<file path="config.mk">
export PLATFORM = sky130hd
export DESIGN_NAME = lrup_victim_tree
export DESIGN_NICKNAME = d
export VERILOG_FILES = /design/src/rtl/core/lrup_pkg.sv /design/src/rtl/core/lrup_victim_tree.sv
export SDC_FILE = /design/constraint.sdc
export NUM_CORES = 2
export LEC_CHECK = 0
export BUFFER_PORTS_ARGS = -buffer_cell sky130_fd_sc_hd__buf_4
export CELL_PAD_IN_SITES_DETAIL_PLACEMENT = 1
export CELL_PAD_IN_SITES_GLOBAL_PLACEMENT = 1
export CORE_MARGIN = 4
export CORE_UTILIZATION = 30
export DETAILED_ROUTE_END_ITERATION = 12
export GPL_TIMING_DRIVEN = 0
export PLACE_DENSITY = 0.63
export REMOVE_ABC_BUFFERS = 1
export SLEW_MARGIN = 10
export SYNTH_ARGS = -nofsm -noshare
export SYNTH_HDL_FRONTEND = slang
export SYNTH_SLANG_ARGS = --single-unit
</file>
<file path="constraint.sdc">
create_clock -name clk -period 3.1 [get_ports clk]
set_clock_uncertainty 0.1 [all_clocks]
set_input_delay 0.155 -clock clk [delete_from_list [all_inputs] [get_ports clk]]
set_output_delay 0.155 -clock clk [all_outputs]
set_load 0.05 [all_outputs]
</file>
<file path="src/rtl/core/lrup_pkg.sv">
// shared constants, types and helpers of the lru replacement block
package lrup_pkg;

    localparam int SETS     = 64;
    localparam int WAYS     = 16;
    localparam int STAMP_W  = 64;
    localparam int OP_W     = 2;
    localparam int SET_W    = 6;
    localparam int WAY_W    = 4;
    localparam int MASK_W   = 16;
    localparam int VICTIM_W = 5;
    localparam int SET_AW   = $clog2(SETS);
    localparam int WAY_AW   = $clog2(WAYS);
    localparam int LEVELS   = $clog2(WAYS);
    localparam int ROW_W    = WAYS * STAMP_W;

    typedef enum logic [OP_W-1:0] {
        OP_VICTIM = 2'd0,
        OP_FILL   = 2'd1,
        OP_ACCESS = 2'd2
    } lrup_op_t;

    typedef enum logic [1:0] {
        ST_IDLE,
        ST_READ,
        ST_SCAN,
        ST_RESULT
    } lrup_state_t;

    // one candidate in the minimum tree
    typedef struct packed {
        logic                 found;
        logic [WAY_AW-1:0]    way;
        logic [STAMP_W-1:0]   stamp;
    } lrup_node_t;

    // status from the tree to the controller
    typedef struct packed {
        logic                 done;
        logic                 found;
        logic [WAY_AW-1:0]    way;
    } lrup_pick_t;

    // lower way (a) wins ties
    function automatic lrup_node_t lrup_min(lrup_node_t a, lrup_node_t b);
        lrup_node_t r;
        if (a.found && (!b.found || (a.stamp <= b.stamp)))
            r = a;
        else
            r = b;
        return r;
    endfunction

endpackage

</file>
<file path="src/rtl/core/lrup_victim_tree.sv">
// registered minimum tree over the stamps of one set row
module lrup_victim_tree (
    input  logic                        clk,
    input  logic                        rst_n,
    input  logic                        start,
    input  logic [lrup_pkg::ROW_W-1:0]  row,
    input  logic [lrup_pkg::MASK_W-1:0] mask,
    output lrup_pkg::lrup_pick_t        pick
);

    // heap layout: node 1 is the root, leaves sit at WAYS .. 2*WAYS-1
    lrup_pkg::lrup_node_t all_nodes [1:2*lrup_pkg::WAYS-1];
    lrup_pkg::lrup_node_t node_reg  [1:lrup_pkg::WAYS-1];
    lrup_pkg::lrup_node_t node_next [1:lrup_pkg::WAYS-1];
    logic [lrup_pkg::LEVELS-1:0] done_reg;

    always_comb
    begin
        for (int w = 0; w < lrup_pkg::WAYS; w++)
        begin
            all_nodes[lrup_pkg::WAYS + w].found =
                (w < lrup_pkg::MASK_W) ? !mask[w % lrup_pkg::MASK_W] : 1'b1;
            all_nodes[lrup_pkg::WAYS + w].way   = lrup_pkg::WAY_AW'(w);
            all_nodes[lrup_pkg::WAYS + w].stamp = row[w*lrup_pkg::STAMP_W +: lrup_pkg::STAMP_W];
        end
        for (int i = 1; i < lrup_pkg::WAYS; i++)
        begin
            all_nodes[i] = node_reg[i];
        end
    end

    always_comb
    begin
        for (int i = 1; i < lrup_pkg::WAYS; i++)
        begin
            node_next[i] = lrup_pkg::lrup_min(all_nodes[2*i], all_nodes[2*i+1]);
        end
    end

    // free running; one level settles per cycle while the inputs hold
    always_ff @(posedge clk)
    begin
        for (int i = 1; i < lrup_pkg::WAYS; i++)
        begin
            node_reg[i] <= node_next[i];
        end
    end

    always_ff @(posedge clk or negedge rst_n)
    begin
        if (!rst_n)
        begin
            done_reg <= '0;
        end
        else
        begin
            done_reg <= (done_reg << 1) | lrup_pkg::LEVELS'(start);
        end
    end

    assign pick.done  = done_reg[lrup_pkg::LEVELS-1];
    assign pick.found = node_reg[1].found;
    assign pick.way   = node_reg[1].way;

endmodule

</file>
Word level (Yosys, flattened, before mapping). Memory sizes are Yosys's and may differ from the RTL's. Cells that the tools add are included.

Magnitude comparators: 15. Mux-type cells: 15. Bitwise logic cells: 1. Reduce and logical (&&, ||, !) cells: 53.

Operator list (number): 2-to-1 mux 69 bit (15); <= comparator 64 bit (15); logical NOT 1 bit (23); logical AND 1 bit (15); logical OR 1 bit (15); OR 4 x 1 -> 4 bit (1).

Register bits after elaboration: 4. RAM bits: 1035. Input port bits: 1043. Output and inout port bits: 6. Logic and storage cells: 86. Memories: 1.

Memories: node_reg (words 15, width 69, rd ports 15, clocked after Yosys merged registers in 0, wr ports 15, RTL line lrup_victim_tree.sv:13) `lrup_pkg::lrup_node_t node_reg [1:lrup_pkg::WAYS-1];`.

Logic depth before layout (Yosys ltp). An unclocked memory read counts as a cell.

Depth in word-level cells: 5. Depth in mapped cells: 11. Mapped depth without buffers: 9.

Worst setup path before layout. Ideal clock, no wire load.

Path kind: register -> register. Start point: register, netlist name node_reg[0][1097]. End point: register, netlist name node_reg[0][508]. Setup time: 0.130 ns. Arrival: 2.344 ns. Data required time: 2.870 ns. Slack: 0.525 ns. Cell stages (with the launch flop): 12. Buffers on the path: 2. Clock period less this slack: 2.575 ns. Cells stage by stage: dfxtp_1 inv_1 ha_1 nand4_1 nor4_2 nand2_1 o22ai_1 nor2_1 a21oi_1 clkbuf_1 buf_2 o31ai_1.

==> flow_summary_export.csv <==
group,metric,value,unit
status,status,"finished with violations",
status,violations,"negative setup slack",
min_path,hold_depth,4,
cts,cts_sinks,941,
critical_path,worstPathRequired,3.56,ns
yosys,syn_area_per_cell,7.941,um^2
timing,max-slew-margin-rel,0.2199,
yosys,synth_edf_count,0,
cts,cts_max_level,3,
place,gp_congestion,0.8874,
yosys,synth.cell_area,0.06265,mm^2
yosys,ys_async_sr_fraction,0.004251,
floorplan,start_util,0.3019,
critical_path,cp-end-kind,"register",
yosys,yosys-top-cells-area,"dfxtp_1 30%, ha_1 19%, inv_1 11%",
cts,clock_latency,0.77,ns
yosys,ys_ff_latch,941,
drt,firstDrtPassIters,5,
global_route,grt_max_degree,132,
critical_path,slowest_delay,0.47,ns
min_path,min_to,"node_reg[0][930]",
critical_path,crit_chain,"inv_1, ha_1, nand4_1, nor4_2, nand3_2, a31oi_4, nor2_4, a21oi_4, buf_12, o31ai_1",
drt,ant_nets,0,
critical_path,worst-r2r-cell-count,10,
global_route,grt_pass1_wl,456200,um
drt,first_iter_violations,4387,
critical_path,cp_max_fo,27,
timing,setup_viol,31,
timing,maxSlewViolCount,0,
timing,period_share,1.016,
layout,largest_reg_flops,937,
floorplan,die-area,0.2162,mm^2
yosys,netlist_top_cells_count,"1,906 x inv_1, 960 x ha_1, 937 x dfxtp_1, 847 x o31ai_1, 526 x o211ai_1",
yosys,syn_inst,7889,
place,io_buffers,1048,
place,hpwlAfterDp,229600,um
drt,vias_per_cell,5.347,
place,place_area,0.07395,mm^2
yosys,ys_warn_count,0,
critical_path,crit_path_start_kind,"register",
timing,worstMarginPinSlew,1.168,ns
global_route,grt_pass1_vias,71140,
drt,via_count,68240,
job,max-cap-violations,0,
drt,drcViolationCount,0,
yosys,ys_seq_area_frac,0.3010,
power,power_density,547.4,mW/mm^2
drt,wl_per_cell,24.92,um
power,ir_drop,0.5385,mV
cts,cts_buffer_depth,3,
yosys,synth_top_flop_cell,"dfxtp_1",
timing,rsz0062_at_grt,"true",
cts,cts_buffers,113,
timing,fin_ws,-0.04905,ns
drt,wirelength,318100,um
timing,finalSetupTns,-0.5742,ns
critical_path,worstSetupPathType,"reg2reg",
global_route,grt_overflow_total,0,
cts,cts_tree,"done",
global_route,antenna_found_initial,101,
floorplan,chipWidth,465.0,um
floorplan,coreArea,0.2075,mm^2
yosys,netlist.area_leader.share,0.2994,
power,power.leakage,0.04431,uW
timing,fin_crit,3.149,ns
layout,syn2layout_area_growth,48.29,%
layout,drive_gt1_frac,0.1884,
cts,clk_pin_slew,0.06,ns
critical_path,regToRegStartpoint,"node_reg[0][783]",
critical_path,crit-reg2reg-capture,"node_reg[0][406]",
critical_path,cp_slowest_cell,"dfxtp_1",
cts,clockRootBuffer,"clkbuf_16",
layout,nNetsFinal,11830,
layout,design_area,0.09290,mm^2
critical_path,worstPathArrival,3.61,ns
critical_path,rrSetupSlack,-0.05,ns
yosys,synth_most_common_cell,"inv_1",
yosys,yosys.area.top_type,"dfxtp_1",
min_path,hold_path.class,"in2reg",
floorplan,io_pins,1049,
timing,max_freq,317.6,MHz
floorplan,rows,167,
timing,hold_viol_final,0,
yosys,synth_cell_type_count,48,
global_route,grt_use_total,0.2743,
floorplan,die_h,465.0,um
min_path,hp-start,"row[737]",
-- worst max path at each step --
stage	from	end	slack [ns]
after global placement	row[315]	node_reg[0][747]	-9.49
final	node_reg[0][783]	node_reg[0][406]	-0.05
after global routing	node_reg[0][789]	node_reg[0][350]	-0.12
after floorplan	row[254]	node_reg[0][621]	-3.50
after detailed placement	row[1021]	node_reg[0][1057]	-1.52
after CTS	row[981]	node_reg[0][1071]	0.00006
-- cell usage in the layout, fill, tap and decap left out, types with 45 or more instances in the layout --
master,instances
a21oi_1,384
nor4_1,77
inv_1,1900
o211ai_1,526
o31ai_2,153
diode_2,56
dfxtp_1,911
o31ai_1,634
a221oi_1,53
buf_16,50
o21ai_1,45
ha_1,958
o21ai_0,69
nand4_1,203
nand2_1,375
buf_4,1124
clkbuf_16,123
nand3_1,503
dlygate4sd3_1,1045
nor2_1,69
o31ai_4,60
o311ai_1,64
-- critical path: cells and delay by family, from the launching register on --
| family | cells | cell delay, ns |
|---|---|---|
| flops | 1 | 0.47 |
| compound gates | 3 | 0.84 |
| simple gates | 4 | 0.93 |
| fa+ha+maj | 1 | 0.28 |
| buf+inv | 2 | 0.33 |
-- routing by layer --
metal  global-route usage  routed length (um)
met1               0.3557              140600
met2               0.4528              146200
met3              0.04666               17290
met4               0.1082               13720
met5                    0                 240
-- cells by family after synthesis --
kind of cell	Yosys count	synth area share
flip-flops	941	0.3010
AND/OR/NAND/NOR	1446	0.1178
AO/OA/AOI/OAI	2151	0.2407
adder cells (fa/ha/maj)	960	0.1917
buffers and inverters	2391	0.1488
-- per-stage QoR --
| stage | utilization | instances | power [uW] | worst slack (ns) | hold WS [ns] |
|---|---|---|---|---|---|
| after floorplan | - | 7404 | 24830 | -3.497 | -0.2406 |
| after global placement | 0.3462 | 11240 | 31720 | -9.493 | -0.1511 |
| after detailed placement | 0.3564 | 11310 | 33140 | -1.523 | -0.1484 |
| after CTS | 0.4369 | 12630 | 49880 | 0.00005507 | 0.01552 |
| after global routing | 0.4475 | 12750 | 53580 | -0.1166 | 0.05834 |
| final | 0.4478 | 12760 | 50850 | -0.04905 | 0.08988 |
-- report_power, final --
part | switching (uW) | internal, uW | leakage, uW
clock network | 5770 | 8590 | 0.00195
registers | 1910 | 14700 | 0.00793
logic | 11700 | 8210 | 0.0344
total | 19400 | 31500 | 0.0443
-- what timing repair did --
action,CTS,global route
endpoints found under the hold margin,526,114
pin swaps,42,55
setup buffers,54,40
resized for setup,281,219
setup endpoints to repair,773,701
cloned,19,23
hold buffers,1038,7
-- layout make-up --
class	instances	area, um^2
clock buffer	155	3196
antenna	56	140.1
multi-input combinational	4586	37880
timing repair buffer	2276	21300
tap	2788	3488
clock inverter	54	848.3
inverter	1906	7157
fill	24250	114600
sequential	941	18890
Power figures use the tool's default switching activity.
