==> config.mk <==
export PLATFORM = sky130hd
export DESIGN_NAME = lrup_ram
export DESIGN_NICKNAME = d
export VERILOG_FILES = /design/src/rtl/core/lrup_ram.sv
export SDC_FILE = /design/constraint.sdc
export NUM_CORES = 1
export LEC_CHECK = 0
export BUFFER_PORTS_ARGS = -buffer_cell sky130_fd_sc_hd__buf_4
export CORE_MARGIN = 5
export CORE_UTILIZATION = 46
export DETAILED_ROUTE_END_ITERATION = 8
export PLACE_DENSITY_LB_ADDON = 0.15
export SLEW_MARGIN = 40
export SYNTH_ARGS = -nofsm -noshare
export SYNTH_HDL_FRONTEND = slang
export SYNTH_SLANG_ARGS = --single-unit
==> constraint.sdc <==
create_clock -name clk -period 2.57 [get_ports clk]
set_input_delay 0.1285 -clock clk [delete_from_list [all_inputs] [get_ports clk]]
set_output_delay 0.1285 -clock clk [all_outputs]
set_load 0.02 [all_outputs]
==> src/rtl/core/lrup_ram.sv <==
// generic single write port, single read port ram with registered read
module lrup_ram #(
    parameter int WIDTH = 8,
    parameter int DEPTH = 16
) (
    input  logic                     clk,
    input  logic                     wr_en,
    input  logic [$clog2(DEPTH)-1:0] wr_addr,
    input  logic [WIDTH-1:0]         wr_data,
    input  logic                     rd_en,
    input  logic [$clog2(DEPTH)-1:0] rd_addr,
    output logic [WIDTH-1:0]         rd_data
);

    logic [WIDTH-1:0] mem_reg [DEPTH];
    logic [WIDTH-1:0] rd_data_reg;

    always_ff @(posedge clk)
    begin
        if (wr_en)
        begin
            mem_reg[wr_addr] <= wr_data;
        end
        if (rd_en)
        begin
            rd_data_reg <= mem_reg[rd_addr];
        end
    end

    assign rd_data = rd_data_reg;

endmodule

# Word level (Yosys, flattened, before mapping)
# Memory sizes are Yosys's and may differ from the RTL's. A register that Yosys moved wholly into a read port is not among the register bits.
# Cells that the tools add are included.
# word_totals
mem_count,1
elab_cells,3
ramBits,128
register_bits,0
in_bits,19
out_inout_bits,8
# classes
muxes,2
# memory_table
memory,words,word_bits,rd,rd_clocked_by_memory_dff,write_ports,line,rtl
mem_reg,16,8,1,1,1,15,logic [WIDTH-1:0] mem_reg [DEPTH];
# ops
op,count
2-to-1 mux 1 bit,2

# Depth between registers and ports, before layout
# Gate-level depths: netlist of run 1.
# logic_depth
depth_word,2
depth_mapped,5
ltp_nobuf,3

# Worst setup path before layout of run 1
# Ideal clock, no wire load.
# synth_path
path_kind,input-to-reg
from,in wr_addr[2]
to,"mem mem_reg[0][0], enable pin"
required_time_ns,2.187
path_buffers,0
setup_ns,0.383
path_slack_ns,0.949
arrival_time_ns,1.238
cell_stages,2
path_cell_list,or3b_2 > nor3_1
# synth_rtl
element,line,rtl
"start, declared",8,"input logic [$clog2(DEPTH)-1:0] wr_addr,"
"end, declared",15,
# Straight into the memory's write port.

==> summary.md, run 1 <==
| Metric | Value |
|---|---|
| Pleak | `2.082 nW` |
| DR WL/cell | `22.41 um` |
| Max Clock Freq | `664.8 MHz` |
| Number of antenna violations at the first check in global routing | `0` |
| Largest net degree at the start of global routing | `33` |
| Gpl congestion | `0.7198` |
| ANT cells | `0` |
| Port buffer count | `26` |
| Die area | `13600 um^2` |
| Crit path time final | `1504 ps` |
| Via count of the first global-routing pass | `2479` |
| Distinct cells, synth | `18` |
| Max_slew headroom | `50.95%` |
| Internal | `3.908 mW` |
| Die W | `116.6 um` |
| Height of the chip | `116.6 um` |
| CTS tree | `done` |
| Gate Count Post-Synth | `229` |
| Setup violators final | `0` |
| Hold Startpoint | `wr_data[1]` |
| Vias | `2414` |
| Post-CTS Resized | `0` |
| Status | `finished clean` |
| Net Switching | `962.0 uW` |
| Slew @ Worst Pin | `733.1 ps` |
| Worst setup SP type | `flip-flop` |
| Avg Cell Area, Syn | `22.83 um^2` |
| Clock power share | `43.4%` |
| Worst Skew | `8.080 ps` |
| Largest register FFs | `128` |
| Mapped Nets | `248` |
| Setup slack after layout | `1066 ps` |
| Tcrit/Tclk final | `58.53%` |
| CTS Hold Buffers Added | `0` |
| Starting Density | `46.38%` |
| Hold path depth | `1` |
| Peak per-stage delay on the critical path | `500 ps` |
| Gr usage total | `16.12%` |
| Area grow syn2layout | `18.09%` |
| RSZ-0062 raised after global routing | `no` |
| Worst VDD drop | `0.0004346 V` |
| Sequence of cells on the critical path | `mux4_1, a22oi_1, nand2_1` |
| Final count of hold timing violations | `0` |
| Req. time, crit path | `2710 ps` |
| Post-route ant nets | `0` |
| R2r setup slk | `1070 ps` |
| Hold Path Class | `in2reg` |
| Detailed Routing Iterations Pass 1 | `4` |
| IO Pins | `27` |
| HPWL after detailed placement | `5.962 mm` |
| Post-CTS Setup Bufs | `0` |
| Setup CP Type | `reg2reg` |
| Sequential Area | `4084 um^2` |
| Clk slew on worst S/H paths | `60 ps` |
| Crit-path slowest cell | `mux4_1` |
| Crit path max fanout | `1` |
| Worst Hold End | `mem_reg[4][1]` |
| Worst slack, placed | `808.8 ps` |
| Final Routed Wirelength | `9.769 mm` |
| RR Startpoint | `mem_reg[1][0]` |
| #FFs+latches synth | `136` |
| First-pass GRT wire length | `14.88 mm` |
| Clk buf depth | `2` |
| Synthesized cell area | `5228 um^2` |
| Grt total ovfl | `0` |
| Number of max-cap violations | `0` |
| Nets | `299` |
| Fillcell total | `852` |
| Root buf cell | `clkbuf_16` |
| DRC | `0` |
| Synthesis Warnings | `0` |
| Initial DRC count | `169` |
| CTS Buf Count | `17` |
| Core box area | `11270 um^2` |
| Multi-input gate area | `1062 um^2` |
| CTS Sinks | `136` |
| Seq/Total Area, Yosys | `78.12%` |
| Logic pwr share | `5.0%` |
| Power Density | `788.9 nW/um^2` |
| Pins Over Slew Limit | `0` |
| CP endpoint kind | `flip-flop` |
| Sequential share of power | `51.6%` |
| Switching share of power | `19.75%` |
| Vias/cell | `5.537` |
| Buffers & Inverters on Critical Path | `0` |
| Clock Latency Late Sink | `400 ps` |
| Crit-path leading delay family | `multiplexers` |
| Setup TNS | `0 ps` |
| Number of core rows | `39` |
| Worst Path Arrival | `1650 ps` |
| RR Endpoint | `rd_data[0]` |
| FF-to-FF path depth | `3` |
| Share of cells above drive strength 1 | `30.38%` |
| H-tree levels | `4` |
==> layout make-up <==
cell class                 instances  area share (%)
sequential                       136           66.15
timing repair buffer              42           5.310
clock inverter                    13           1.419
tap                              143           2.898
multi-input combinational         83           17.21
clock buffer                      19           7.013
==> how the worst max path moves through the flow <==
| stage | start | slack (ps) | cells past startpoint | endpoint |
|---|---|---|---|---|
| after floorplan | wr_addr[2] | 950 | 2 | mem_reg[0][0] |
| after global placement | rd_addr[0] | 800 | 5 | rd_data[0] |
| after detailed placement | rd_addr[0] | 810 | 5 | rd_data[0] |
| after CTS | mem_reg[1][0] | 1040 | 3 | rd_data[0] |
| after global routing | mem_reg[1][0] | 1020 | 3 | rd_data[0] |
| final | mem_reg[1][0] | 1070 | 3 | rd_data[0] |
==> metrics by stage <==
step	cell area [um^2]	std cells	hold slack [ps]	total power, mW	utilization, %
final	6173	436	29.88	4.870	54.77
after global routing	6173	436	30.67	5.042	54.77
after CTS	6171	436	22.33	4.916	54.75
after detailed placement	5650	404	448.1	2.811	50.13
after global placement	5648	404	433.7	2.807	50.11
after floorplan	5228	229	227.4	2.695	-
==> metal layers <==
| layer | vias up | GRT usage (%) | part of all wire (%) |
|---|---|---|---|
| met2 | 86 | 23.95 | 50 |
| met4 | 0 | 6.651 | 1.0 |
| li1 | 1082 | - | - |
| met3 | 8 | 4.663 | 6.3 |
| met5 | - | 0 | 0 |
| met1 | 1238 | 22.60 | 43 |
==> power groups by stage <==
| stage | Clock, mW | Sequential (mW) | Combinational [mW] |
|---|---|---|---|
| 2_1_floorplan | 0 | 2.57 | 0.126 |
| 3_3_place_gp | 0 | 2.56 | 0.249 |
| 3_5_place_dp | 0 | 2.56 | 0.251 |
| 4_1_cts | 2.15 | 2.51 | 0.251 |
| 5_1_grt | 2.26 | 2.52 | 0.268 |
| 6_report | 2.11 | 2.51 | 0.245 |
==> cells by family (layout without fill, tap and decap cells) <==
kind of cell           after synthesis  in the layout  share of synthesized area (%)
AO/OA/AOI/OAI                       16             16                          2.298
buffers and inverters               10             74                          1.651
flip-flops                         136            136                          78.12
multiplexers                        32             32                          14.79
AND/OR/NAND/NOR                     35             35                          3.136
==> cells in the final DEF (no fill, tap or decap), types with 2 or more instances in the layout <==
cell type,netlist,layout
nor2_1,13,12
edfxtp_1,136,136
buf_4,1,41
clkinv_1,0,4
nor3_1,4,4
nand3b_1,2,2
mux4_1,14,14
mux4_2,18,18
nand2_1,9,9
clkinv_2,0,7
a22oi_1,16,16
nand2b_1,2,2
clkbuf_1,0,2
clkbuf_16,0,17
==> cells in the mapped netlist, drive strengths merged <==
cell type      number  area share [%]
a22oi              16             2.3
buf                 7             1.1
clkdlybuf4s25       3            0.57
nand2b              2            0.24
mux4               32              15
and2                1            0.12
nand3               1           0.096
edfxtp            136              78
nor3                4            0.38
nor2b               1            0.12
or3b                1            0.17
nor2               13            0.93
and2b               1            0.14
nand2               9            0.65
nand3b              2            0.29
(Power assumes the default switching activity.)
==> inputs of run 2 (changes only) <==
==> constraint.sdc (replaced) <==
create_clock -name clk -period 1.4 [get_ports clk]
set_input_delay 0.07 -clock clk [delete_from_list [all_inputs] [get_ports clk]]
set_output_delay 0.07 -clock clk [all_outputs]
set_load 0.02 [all_outputs]
==> summary.md, run 2 (synthesis gave the netlist of run 1 again) <==
| Metric | Value |
|---|---|
| Crit-path slowest cell | `mux4_2` |
| Pins Over Slew Limit | `0` |
| Clk buf depth | `2` |
| Max Clock Freq | `724.4 MHz` |
| Post-route ant nets | `0` |
| Worst VDD drop | `0.0007169 V` |
| Setup violators final | `0` |
| Starting Density | `46.38%` |
| Root buf cell | `clkbuf_16` |
| Port buffer count | `26` |
| HPWL after detailed placement | `6.556 mm` |
| Crit path max fanout | `1` |
| Sequence of cells on the critical path | `mux4_2, a22oi_2, nand2_1` |
| Hold Path Class | `in2reg` |
| Setup CP Type | `reg2reg` |
| IO Pins | `27` |
| Die area | `13600 um^2` |
| Detailed Routing Iterations Pass 1 | `4` |
| Gr usage total | `16.57%` |
| Grt total ovfl | `0` |
| Clock Latency Late Sink | `400 ps` |
| Power Density | `1412 nW/um^2` |
| Share of cells above drive strength 1 | `39.10%` |
| Fin util | `56.81%` |
| CP endpoint kind | `flip-flop` |
| Hold slack | `186.2 ps` |
| Worst Path Arrival | `1530 ps` |
| Clk slew on worst S/H paths | `60 ps` |
| Final Routed Wirelength | `10.18 mm` |
| Number of core rows | `39` |
| Worst Skew | `5.152 ps` |
| R2r setup slk | `20 ps` |
| Peak per-stage delay on the critical path | `480 ps` |
| Commonest non-fill, non-tap cell in the layout | `edfxtp_1` |
| Slew @ Worst Pin | `551.4 ps` |
| Via count of the first global-routing pass | `2600` |
| Area grow syn2layout | `22.50%` |
| DRC | `0` |
| Number of antenna violations at the first check in global routing | `0` |
| Worst Setup SP | `mem_reg[10][2]` |
| CTS tree | `done` |
| RR Startpoint | `mem_reg[10][2]` |
| Largest register FFs | `128` |
| First-pass GRT wire length | `15.53 mm` |
| Hold Startpoint | `wr_addr[0]` |
| FF-to-FF path depth | `3` |
| Final count of hold timing violations | `0` |
| Req. time, crit path | `1550 ps` |
| Tcrit/Tclk final | `98.60%` |
| Fillcell total | `849` |
| Core box area | `11270 um^2` |
| Initial DRC count | `161` |
| Vias | `2466` |
| CTS Buf Count | `17` |
| Pleak | `2.146 nW` |
| RR Endpoint | `rd_data[2]` |
| Crit-path leading delay family | `multiplexers` |
| Gpl congestion | `0.7625` |
| Hold path depth | `3` |
| Height of the chip | `116.6 um` |
| Vias/cell | `5.420` |
| Nets | `318` |
| Buffers & Inverters on Critical Path | `0` |
| Die W | `116.6 um` |
| Status | `finished clean` |
| Crit path time final | `1380 ps` |
| Worst Hold End | `mem_reg[0][0]` |
| DR WL/cell | `22.38 um` |
| Worst setup SP type | `flip-flop` |
| CTS Sinks | `136` |
| ANT cells | `0` |
| H-tree levels | `4` |
| Max_slew headroom | `63.07%` |
| Commonest cells after routing, fill and taps aside | `edfxtp_1, buf_4, mux4_2` |
| Largest net degree at the start of global routing | `20` |
| RSZ-0062 raised after global routing | `yes` |
| Number of max-cap violations | `0` |
run 2: layout make-up:
type                            instances  area (um^2)  share of cell area, %
Clock buffer                           19        432.9                  6.760
Timing Repair Buffer                   61        530.5                  8.284
Clock inverter                         13        87.58                  1.368
Sequential cell                       136         4084                  63.77
Multi-Input combinational cell         83         1090                  17.02
Tap cell                              143        178.9                  2.794
run 2: stage by stage:
step,setup slack (ps),power [mW],TNS (ps),instances,instance area (um^2)
after detailed placement,-303.3,5.197,-1464,414,5766
final,19.61,9.041,0,455,6404
after floorplan,47.59,4.947,0,229,5233
after CTS,-17.97,9.098,-40.26,455,6380
after global routing,-43.55,9.335,-134.1,455,6404
after global placement,-277.4,5.188,-1375,414,5766
run 2: per-layer routing:
metal / track usage (%) / up-vias / wire (um)
met5: 0 / - / 0
met1: 24.29 / 1282 / 4527
met3: 4.767 / 7 / 635
met4: 6.422 / 0 / 105
li1: - / 1110 / -
met2: 23.72 / 67 / 4913
run 2: what timing repair did:
item                                   4_1_cts  5_1_grt
pin swaps                                    6        3
endpoints found under the hold margin      136        0
setup endpoints to repair                    8        8
resized for setup                           13        9
buffers inserted                             0        0
hold buffers                                 9        0
run 2: where the power goes:
part / leakage [nW] / switching, mW / total, mW / internal (mW)
Sequential: 1.24 / 0.0258 / 4.62 / 4.59
Combinational: 0.650 / 0.280 / 0.537 / 0.257
Clock: 0.260 / 1.50 / 3.89 / 2.39
run 2: worst max-delay path by stage:
stage	end	slack, ps	cells past startpoint
after floorplan	rd_data[1]	50	5
after global placement	rd_data[2]	-280	6
after detailed placement	rd_data[2]	-300	6
after CTS	rd_data[2]	-20	3
after global routing	rd_data[3]	-40	3
final	rd_data[2]	20	3
run 2: worst register-to-register path, delay by kind of cell, from the launching register on:
kind               cells  cell delay (ps)
muxes                  1              480
AOI/OAI and AO/OA      1              210
DFF                    1              370
and+or+nand+nor        1               70
